<file path="src/hdl/chm_pkg.sv">
package chm_pkg;
  localparam int TABLE_SLOTS = 16;
  localparam int SW = $clog2(TABLE_SLOTS);
  localparam logic [31:0] EMPTY_KEY = 32'hFFFF_FFFF;

  localparam logic CMD_LOOKUP = 1'b0;
  localparam logic CMD_DROP   = 1'b1;

  localparam logic [1:0] ST_FOUND   = 2'd0;
  localparam logic [1:0] ST_CREATED = 2'd1;
  localparam logic [1:0] ST_FULL    = 2'd2;
  localparam logic [1:0] ST_ABSENT  = 2'd3;

  typedef struct packed {
    logic        cmd;
    logic        reserved;
    logic [31:0] key;
    logic [15:0] value;
  } req_t;
endpackage

</file>
<file path="src/hdl/chm_front.sv">
module chm_front (
  input  logic          clk,
  input  logic          rst,
  input  logic          valid,
  output logic          ready,
  input  logic          cmd,
  input  logic [31:0]   key,
  input  logic [15:0]   value,
  output chm_pkg::req_t q_data,
  output logic          q_valid,
  input  logic          q_ready
);
  import chm_pkg::*;

  req_t buf0, buf1;
  logic [1:0] cnt;
  logic push, pop;

  assign ready   = (cnt != 2'd2);
  assign push    = valid && ready;
  assign q_valid = (cnt != 2'd0);
  assign pop     = q_valid && q_ready;
  assign q_data  = buf0;

  always_ff @(posedge clk) begin
    if (rst) begin
      cnt <= 2'd0;
    end else begin
      cnt <= cnt + {1'b0, push} - {1'b0, pop};
    end
  end

  always_ff @(posedge clk) begin
    if (pop) begin
      buf0 <= buf1;
    end
    if (push) begin
      if ((cnt == 2'd0) || (cnt == 2'd1 && pop)) begin
        buf0 <= '{cmd, key == EMPTY_KEY, key, value};
      end else begin
        buf1 <= '{cmd, key == EMPTY_KEY, key, value};
      end
    end
  end

  a_cnt: assert property (@(posedge clk) disable iff (rst) cnt != 2'd3)
    else $error("queue count overflow");
  a_full: assert property (@(posedge clk) disable iff (rst)
    (cnt == 2'd2 && !pop) |=> cnt == 2'd2)
    else $error("queue lost an entry");
  a_empty: assert property (@(posedge clk) disable iff (rst)
    (cnt == 2'd0) |-> !q_valid)
    else $error("empty queue shows valid");
endmodule

</file>
<file path="src/hdl/chm_back.sv">
module chm_back (
  input  logic          clk,
  input  logic          rst,
  input  chm_pkg::req_t q_data,
  input  logic          q_valid,
  output logic          q_ready,
  output logic [1:0]    status,
  output logic [15:0]   value_res,
  output logic          out_valid,
  input  logic          out_ready
);
  import chm_pkg::*;

  localparam logic [2:0] S_IDLE  = 3'd0;
  localparam logic [2:0] S_WALK  = 3'd1;
  localparam logic [2:0] S_SCAN  = 3'd2;
  localparam logic [2:0] S_PRED  = 3'd3;
  localparam logic [2:0] S_COMMIT = 3'd4;

  logic [31:0] keys [TABLE_SLOTS];
  logic [15:0] hnd [TABLE_SLOTS];
  logic [TABLE_SLOTS-1:0] pres, lval;
  logic [SW-1:0] lnk [TABLE_SLOTS];
  logic [SW-1:0] cursor;
  logic spent;

  logic [2:0] state;
  req_t r;
  logic [SW-1:0] s, h, f, p, oh;
  logic [SW:0] n;
  logic evict, relocate;
  logic [SW-1:0] scur;
  logic sspent;

  assign q_ready = (state == S_IDLE) && !out_valid;

  always_ff @(posedge clk) begin
    if (rst) begin
      state <= S_IDLE;
      out_valid <= 1'b0;
      pres <= '0;
      lval <= '0;
      cursor <= SW'(TABLE_SLOTS - 1);
      spent <= 1'b0;
      for (int i = 0; i < TABLE_SLOTS; i++) begin
        keys[i] <= EMPTY_KEY;
        hnd[i] <= '0;
        lnk[i] <= '0;
      end
    end else begin
      if (out_valid && out_ready) out_valid <= 1'b0;
      case (state)
        S_IDLE: begin
          if (q_valid && q_ready) begin
            r <= q_data;
            s <= q_data.key[SW-1:0];
            h <= q_data.key[SW-1:0];
            n <= '0;
            if (q_data.reserved) begin
              status <= (q_data.cmd == CMD_DROP) ? ST_ABSENT : ST_FULL;
              value_res <= '0;
              out_valid <= 1'b1;
            end else begin
              state <= S_WALK;
            end
          end
        end
        S_WALK: begin
          if (keys[s] == r.key) begin
            state <= S_IDLE;
            out_valid <= 1'b1;
            if (r.cmd == CMD_DROP) begin
              status <= pres[s] ? ST_FOUND : ST_ABSENT;
              value_res <= pres[s] ? hnd[s] : 16'd0;
              pres[s] <= 1'b0;
              hnd[s] <= '0;
            end else if (pres[s]) begin
              status <= ST_FOUND;
              value_res <= hnd[s];
            end else begin
              hnd[s] <= r.value;
              pres[s] <= 1'b1;
              status <= ST_CREATED;
              value_res <= r.value;
            end
          end else if (!lval[s] || n == (SW+1)'(TABLE_SLOTS - 1)) begin
            if (r.cmd == CMD_DROP) begin
              status <= ST_ABSENT;
              value_res <= '0;
              out_valid <= 1'b1;
              state <= S_IDLE;
            end else if (keys[h] == EMPTY_KEY) begin
              keys[h] <= r.key;
              hnd[h] <= r.value;
              pres[h] <= 1'b1;
              status <= ST_CREATED;
              value_res <= r.value;
              out_valid <= 1'b1;
              state <= S_IDLE;
            end else begin
              oh <= keys[h][SW-1:0];
              evict <= keys[h][SW-1:0] != h;
              relocate <= (keys[h][SW-1:0] != h) && pres[h];
              p <= keys[h][SW-1:0];
              scur <= cursor;
              sspent <= spent;
              n <= '0;
              state <= ((keys[h][SW-1:0] == h) || pres[h]) ? S_SCAN : S_PRED;
            end
          end else begin
            s <= lnk[s];
            n <= n + 1'b1;
          end
        end
        S_SCAN: begin
          if (sspent) begin
            status <= ST_FULL;
            value_res <= '0;
            out_valid <= 1'b1;
            state <= S_IDLE;
          end else begin
            if (scur == '0) sspent <= 1'b1; else scur <= scur - 1'b1;
            if (keys[scur] == EMPTY_KEY) begin
              f <= scur;
              cursor <= (scur == '0) ? scur : scur - 1'b1;
              spent <= (scur == '0);
              state <= evict ? S_PRED : S_COMMIT;
            end
          end
        end
        S_PRED: begin
          if (!lval[p] || n == (SW+1)'(TABLE_SLOTS)) begin
            state <= S_COMMIT;
          end else if (lnk[p] == h) begin
            lnk[p] <= lnk[h];
            lval[p] <= lval[h];
            state <= S_COMMIT;
          end else begin
            p <= lnk[p];
            n <= n + 1'b1;
          end
        end
        default: begin
          status <= ST_CREATED;
          value_res <= r.value;
          out_valid <= 1'b1;
          state <= S_IDLE;
          if (evict) begin
            keys[h] <= r.key;
            hnd[h] <= r.value;
            pres[h] <= 1'b1;
            lval[h] <= 1'b0;
            lnk[h] <= '0;
            if (relocate) begin
              keys[f] <= keys[h];
              hnd[f] <= hnd[h];
              pres[f] <= 1'b1;
              if (oh == p && lnk[p] == h && lval[p]) begin
                lnk[f] <= lnk[h];
                lval[f] <= lval[h];
              end else begin
                lnk[f] <= lnk[oh];
                lval[f] <= lval[oh];
              end
              lnk[oh] <= f;
              lval[oh] <= 1'b1;
            end
          end else begin
            keys[f] <= r.key;
            hnd[f] <= r.value;
            pres[f] <= 1'b1;
            lnk[f] <= lnk[h];
            lval[f] <= lval[h];
            lnk[h] <= f;
            lval[h] <= 1'b1;
          end
        end
      endcase
    end
  end

  a_busy: assert property (@(posedge clk) disable iff (rst)
    (state != S_IDLE) |-> !q_ready)
    else $error("accept while busy");
  a_out: assert property (@(posedge clk) disable iff (rst)
    (out_valid && !out_ready) |=> out_valid)
    else $error("result dropped");
  a_spent: assert property (@(posedge clk) disable iff (rst)
    spent |-> cursor == '0)
    else $error("cursor moved past slot 0");
endmodule

</file>
<file path="src/hdl/coalesced_hash_map.sv">
// channel | direction | words
// in      | input     | cmd, key, value ; in_valid / in_ready
// out     | output    | status, value_res ; out_valid / out_ready
// A word passes through the back-end walker: a chain walk from its home slot,
// then for a new key whose home slot is taken a free-slot scan, a
// predecessor relink or both, and a commit step when a scan or relink ran.
// A two-entry queue keeps taking words until it is full while the walker
// works; the walker takes no new word while its result waits.
// Synchronous reset clears the table.
module coalesced_hash_map (
  input  logic        clk,
  input  logic        rst,
  input  logic        in_valid,
  output logic        in_ready,
  input  logic        cmd,
  input  logic [31:0] key,
  input  logic [15:0] value,
  output logic        out_valid,
  input  logic        out_ready,
  output logic [1:0]  status,
  output logic [15:0] value_res
);
  import chm_pkg::*;

  req_t q_data;
  logic q_valid, q_ready;

  chm_front u_front (
    .clk, .rst, .valid(in_valid), .ready(in_ready), .cmd, .key, .value,
    .q_data, .q_valid, .q_ready
  );

  chm_back u_back (
    .clk, .rst, .q_data, .q_valid, .q_ready, .status, .value_res,
    .out_valid, .out_ready
  );
endmodule

</file>
<file path="config.mk">
export PLATFORM = sky130hd
export DESIGN_NAME = coalesced_hash_map
export DESIGN_NICKNAME = d
export VERILOG_FILES = /design/src/hdl/chm_pkg.sv /design/src/hdl/chm_front.sv /design/src/hdl/chm_back.sv /design/src/hdl/coalesced_hash_map.sv
export SDC_FILE = /design/constraint.sdc
export NUM_CORES = 2
export LEC_CHECK = 0
export BUFFER_PORTS_ARGS = -buffer_cell sky130_fd_sc_hd__buf_2
export CORE_MARGIN = 1.5
export CORE_UTILIZATION = 55
export DETAILED_ROUTE_END_ITERATION = 16
export HOLD_SLACK_MARGIN = 0.02
export PLACE_DENSITY = 0.8
export SYNTH_ARGS = -nofsm -noshare
export SYNTH_HDL_FRONTEND = slang
export SYNTH_SLANG_ARGS = --single-unit
</file>
<file path="constraint.sdc">
create_clock -name clk -period 15.17 [get_ports clk]
set_clock_uncertainty 0.2 [all_clocks]
set_input_delay 3.034 -clock clk [delete_from_list [all_inputs] [get_ports clk]]
set_output_delay 3.034 -clock clk [all_outputs]
set_load 0.02 [all_outputs]
</file>
==> flow_metrics.py <==
metrics = {
    "yosys": {
        "yosysSeqAreaShare_pct": 48.82,
        "synth_cells": 5015,
        "synth_top_cell_area_share_pct": 45.32,
        "synth.distinct_cells": 91,
        "syn_area_um2": 64730,
        "yosys.area.top_type": "edfxtp_1",
        "synth_area_per_cell_um2": 12.91,
        "ys_ff_latch": 1090,
        "synthTopCellsByArea": "edfxtp_1, mux4_2, a2bb2oi_1",
        "synth_edf_count": 977,
        "syn_nets": 5074,
        "yosysWarningCount": 0,
        "synth_top_flop_cell": "edfxtp_1",
        "synthArstFlopShare_pct": 0,
    },
    "sta": {
        "hold_viol": 0,
        "rsz0062_at_grt": "no",
        "fmax_mhz": 120.3,
        "setup_ws_ps": 6856,
        "maxSlewHeadroom_pct": 0.9297,
        "final.period_utilization_pct": 54.81,
        "fin_crit_ps": 8314,
        "worst_pin_slew_ps": 1482,
        "setup_viol": 0,
        "report.final.slew_viol_count": 0,
        "finalSetupTns_ps": 0,
    },
    "setup_path": {
        "end_kind": "flip-flop",
        "arrival_ps": 8460,
        "startpoint_type": "flip-flop",
        "path_class": "reg2reg",
        "crit_required_ps": 15320,
        "cp_max_fo": 99,
        "crit_chain": "buf_12 -> buf_4 -> mux2_2 -> o22ai_1 -> a221oi_1 -> xor2_1 -> o41ai_1 -> and4_1 -> and3_1 -> nand3b_1 -> nor3_1 -> or4_1",
        "critical_path.slowest_cell": "dfxtp_4",
        "critPathMaxStageDelay_ps": 990,
    },
    "die": {
        "io_pins": 73,
        "num_rows": 125,
        "die_width_um": 346.1,
        "initial_core_util_pct": 55.55,
        "core-area_um2": 116500,
        "die_area_um2": 119800,
        "fp.dieH_um": 346.1,
    },
    "pwr": {
        "switching_share_pct": 38.50,
        "leakagePower_nw": 22.08,
        "pwr-share-seq_pct": 36.3,
        "power.share.clock_pct": 27.9,
        "ir_drop_v": 0.0002068,
        "combPwrFrac_pct": 35.9,
        "p_switching_mw": 4.141,
        "p_int_mw": 6.614,
        "power.density_nw_per_um2": 153.2,
    },
    "clocking": {
        "clock_sinks": 1090,
        "clkLatencyLatePin_ps": 770,
        "cts.clk_slew.worst_paths_ps": 60,
        "cts_resized": 0,
        "cts_hold_buf": 0,
        "cts_root_buf": "clkbuf_16",
        "numCtsBuffers": 112,
        "tritoncts": "yes",
        "cts_buffer_depth": 3,
        "htreeDepth": 3,
        "cts_setup_buffers": 0,
    },
    "flow_run": {
        "drv_cap": 1,
    },
    "routing": {
        "wl_um": 270300,
        "wl_met3_um": 53350,
        "routedWlPerCell_um": 41.84,
        "firstDrtPassIters": 7,
        "dr_wl_met2_um": 108900,
        "drt_iter0_markers": 10900,
        "antenna_left": 0,
        "wl_met1_um": 86700,
        "drc_errors": 0,
        "num_vias": 54370,
        "highest_layer": "met5",
        "vias_per_cell": 8.416,
    },
    "run_status": {
        "violations": "max-capacitance violations",
        "status": "finished with violations",
    },
    "layout": {
        "fin_util_pct": 60.25,
        "nets": 4897,
        "n_fill_cell": 8772,
        "drive_gt1_share_pct": 22.94,
        "layout-area-overhead-vs-synth_pct": 8.455,
    },
    "place": {
        "portBuffers": 72,
        "gp_congestion": 1.059,
        "place_ws_ps": 7154,
        "dp_hpwl_um": 177100,
    },
    "global_routing": {
        "gr-total-overflow": 0,
        "grt_pass1_vias": 51050,
        "grt_start_max_net_pins": 100,
        "antenna_found_initial": 11,
        "grt_first_pass_wirelength_um": 377500,
        "grtUsageTotal_pct": 44.16,
    },
    "worst_hold_path": {
        "min_path_type": "reg2reg",
    },
}
-- per-stage QoR --
| step | cells | cell area (µm²) | power [mW] | hold WS, ps |
|---|---|---|---|---|
| 6_report | 6460 | 70200 | 10.75 | 229.9 |
| 4_1_cts | 6459 | 70200 | 10.52 | 230.5 |
| 2_1_floorplan | 5015 | 64730 | 6.337 | 207.6 |
| 5_1_grt | 6459 | 70200 | 10.91 | 238.4 |
| 3_5_place_dp | 6248 | 66280 | 7.585 | 214.1 |
| 3_3_place_gp | 6247 | 66270 | 7.527 | 213.7 |
-- registers in the layout, indices dropped and copies added (netlist names), 2 cells and up, named ones only --
register,flops
u_back.cursor,4
u_back.f,4
u_back.h,3
u_back.hnd,256
u_back.keys,512
u_back.lnk,64
u_back.lval,16
u_back.n,5
u_back.oh,4
u_back.p,4
u_back.r,46
u_back.s,4
u_back.scur,4
u_back.state,3
u_back.status,2
u_back.value_res,16
u_front.buf1,50
u_front.cnt,2
u_front.q_data,50
-- path summary, 6_finish.rpt --
| check | slack [ps] | start | end | cells after the start |
|---|---|---|---|---|
| setup reg to reg | 6860 | flip-flop | u_back.hnd[14][13] | 12 |
| setup / recovery | 6860 | flip-flop | u_back.hnd[14][13] | 12 |
| hold reg to reg | 230 | u_front.q_data[33] | u_back.r[33] | 0 |
| hold / removal | 230 | u_front.q_data[33] | u_back.r[33] | 0 |
-- final cells by class --
class | count | area (µm²) | area share, %
flip-flops and latches | 1090 | 31620 | 45.04
well taps | 1524 | 1907 | 2.716
clock inverters | 73 | 894.6 | 1.274
inverters | 30 | 112.6 | 0.1604
diodes | 1 | 2.502 | 0.003564
multi-input cells | 3329 | 30730 | 43.77
clock buffers | 138 | 3024 | 4.308
repair buffers | 275 | 1909 | 2.720
-- synthesized netlist by cell type (27+ instances only) --
cell and n:
nand4_1 118, clkbuf_1 378, a2bb2oi_1 337, nand2_1 295
nor3_1 73, nor2_1 313, o31ai_1 28, dfxtp_1 113
nand2b_1 27, mux2i_1 227, a21boi_0 34, buf_1 55
o32ai_1 29, a41o_1 34, nand3_1 89, or3_1 31
o22a_1 115, a22o_1 31, a21oi_1 152, edfxtp_1 977
a22oi_1 80, o21ai_0 103, mux2_2 53, a221oi_1 33
xnor2_1 42, nor2b_1 33, xor2_1 32, o22ai_1 172
buf_2 77, nor4_1 34, mux4_2 489
-- logic make-up (layout without fill, tap and decap cells) --
group,Yosys count,after routing,synth area share [%]
other,0,1,0
XOR/XNOR,74,74,1.001
AND/OR/NAND/NOR,1122,1122,8.401
multiplexers,773,773,21.52
AO/OA/AOI/OAI,1354,1354,16.03
adder cells (fa/ha/maj),6,6,0.1160
buffers and inverters,596,516,4.119
flip-flops,1090,1090,48.82
-- power groups by stage --
stage          Clock, mW  Combinational (mW)  Sequential (mW)
2_1_floorplan          0                2.66             3.67
3_3_place_gp           0                3.61             3.92
3_5_place_dp           0                3.66             3.93
4_1_cts             2.98                3.67             3.87
5_1_grt             3.08                3.92             3.91
6_report            3.00                3.86             3.90
-- worst max-delay path: cells and delay by family (launching register included) --
family | cells | cell delay, ps
xor+xnor | 1 | 200
simple gates | 5 | 3640
flops | 1 | 990
mux | 1 | 410
buf+inv | 2 | 1330
compound gates | 3 | 980
-- cell usage in the layout, fill, tap and decap left out, types with 18 or more instances in the layout --
cell type  count
edfxtp_1     977
mux4_2       489
a2bb2oi_1    335
nor2_1       299
nand2_1      289
mux2i_1      216
buf_4        201
o22ai_1      172
a21oi_1      146
nand4_1      118
o22a_1       115
clkbuf_16    115
dfxtp_1      107
o21ai_0      102
nand3_1       87
a22oi_1       80
buf_2         72
nor3_1        67
mux2_2        53
xnor2_1       42
a41o_1        34
a21boi_0      34
a221oi_1      33
nor2b_1       32
xor2_1        32
nor4_1        32
a22o_1        31
o32ai_1       29
o31ai_1       28
nand2b_1      27
or3_1         26
inv_1         25
a31oi_1       24
clkinv_1      19
or2_2         19
a2111oi_0     18
and3_1        18
-- layer usage --
| metal | global-route usage (%) | vias to the layer above |
|---|---|---|
| li1 | - | 20320 |
| met1 | 55.97 | 26240 |
| met2 | 60.82 | 6360 |
| met3 | 21.52 | 1423 |
| met4 | 26.60 | 22 |
| met5 | 0.2801 | - |
Power figures use the tool's default switching activity.
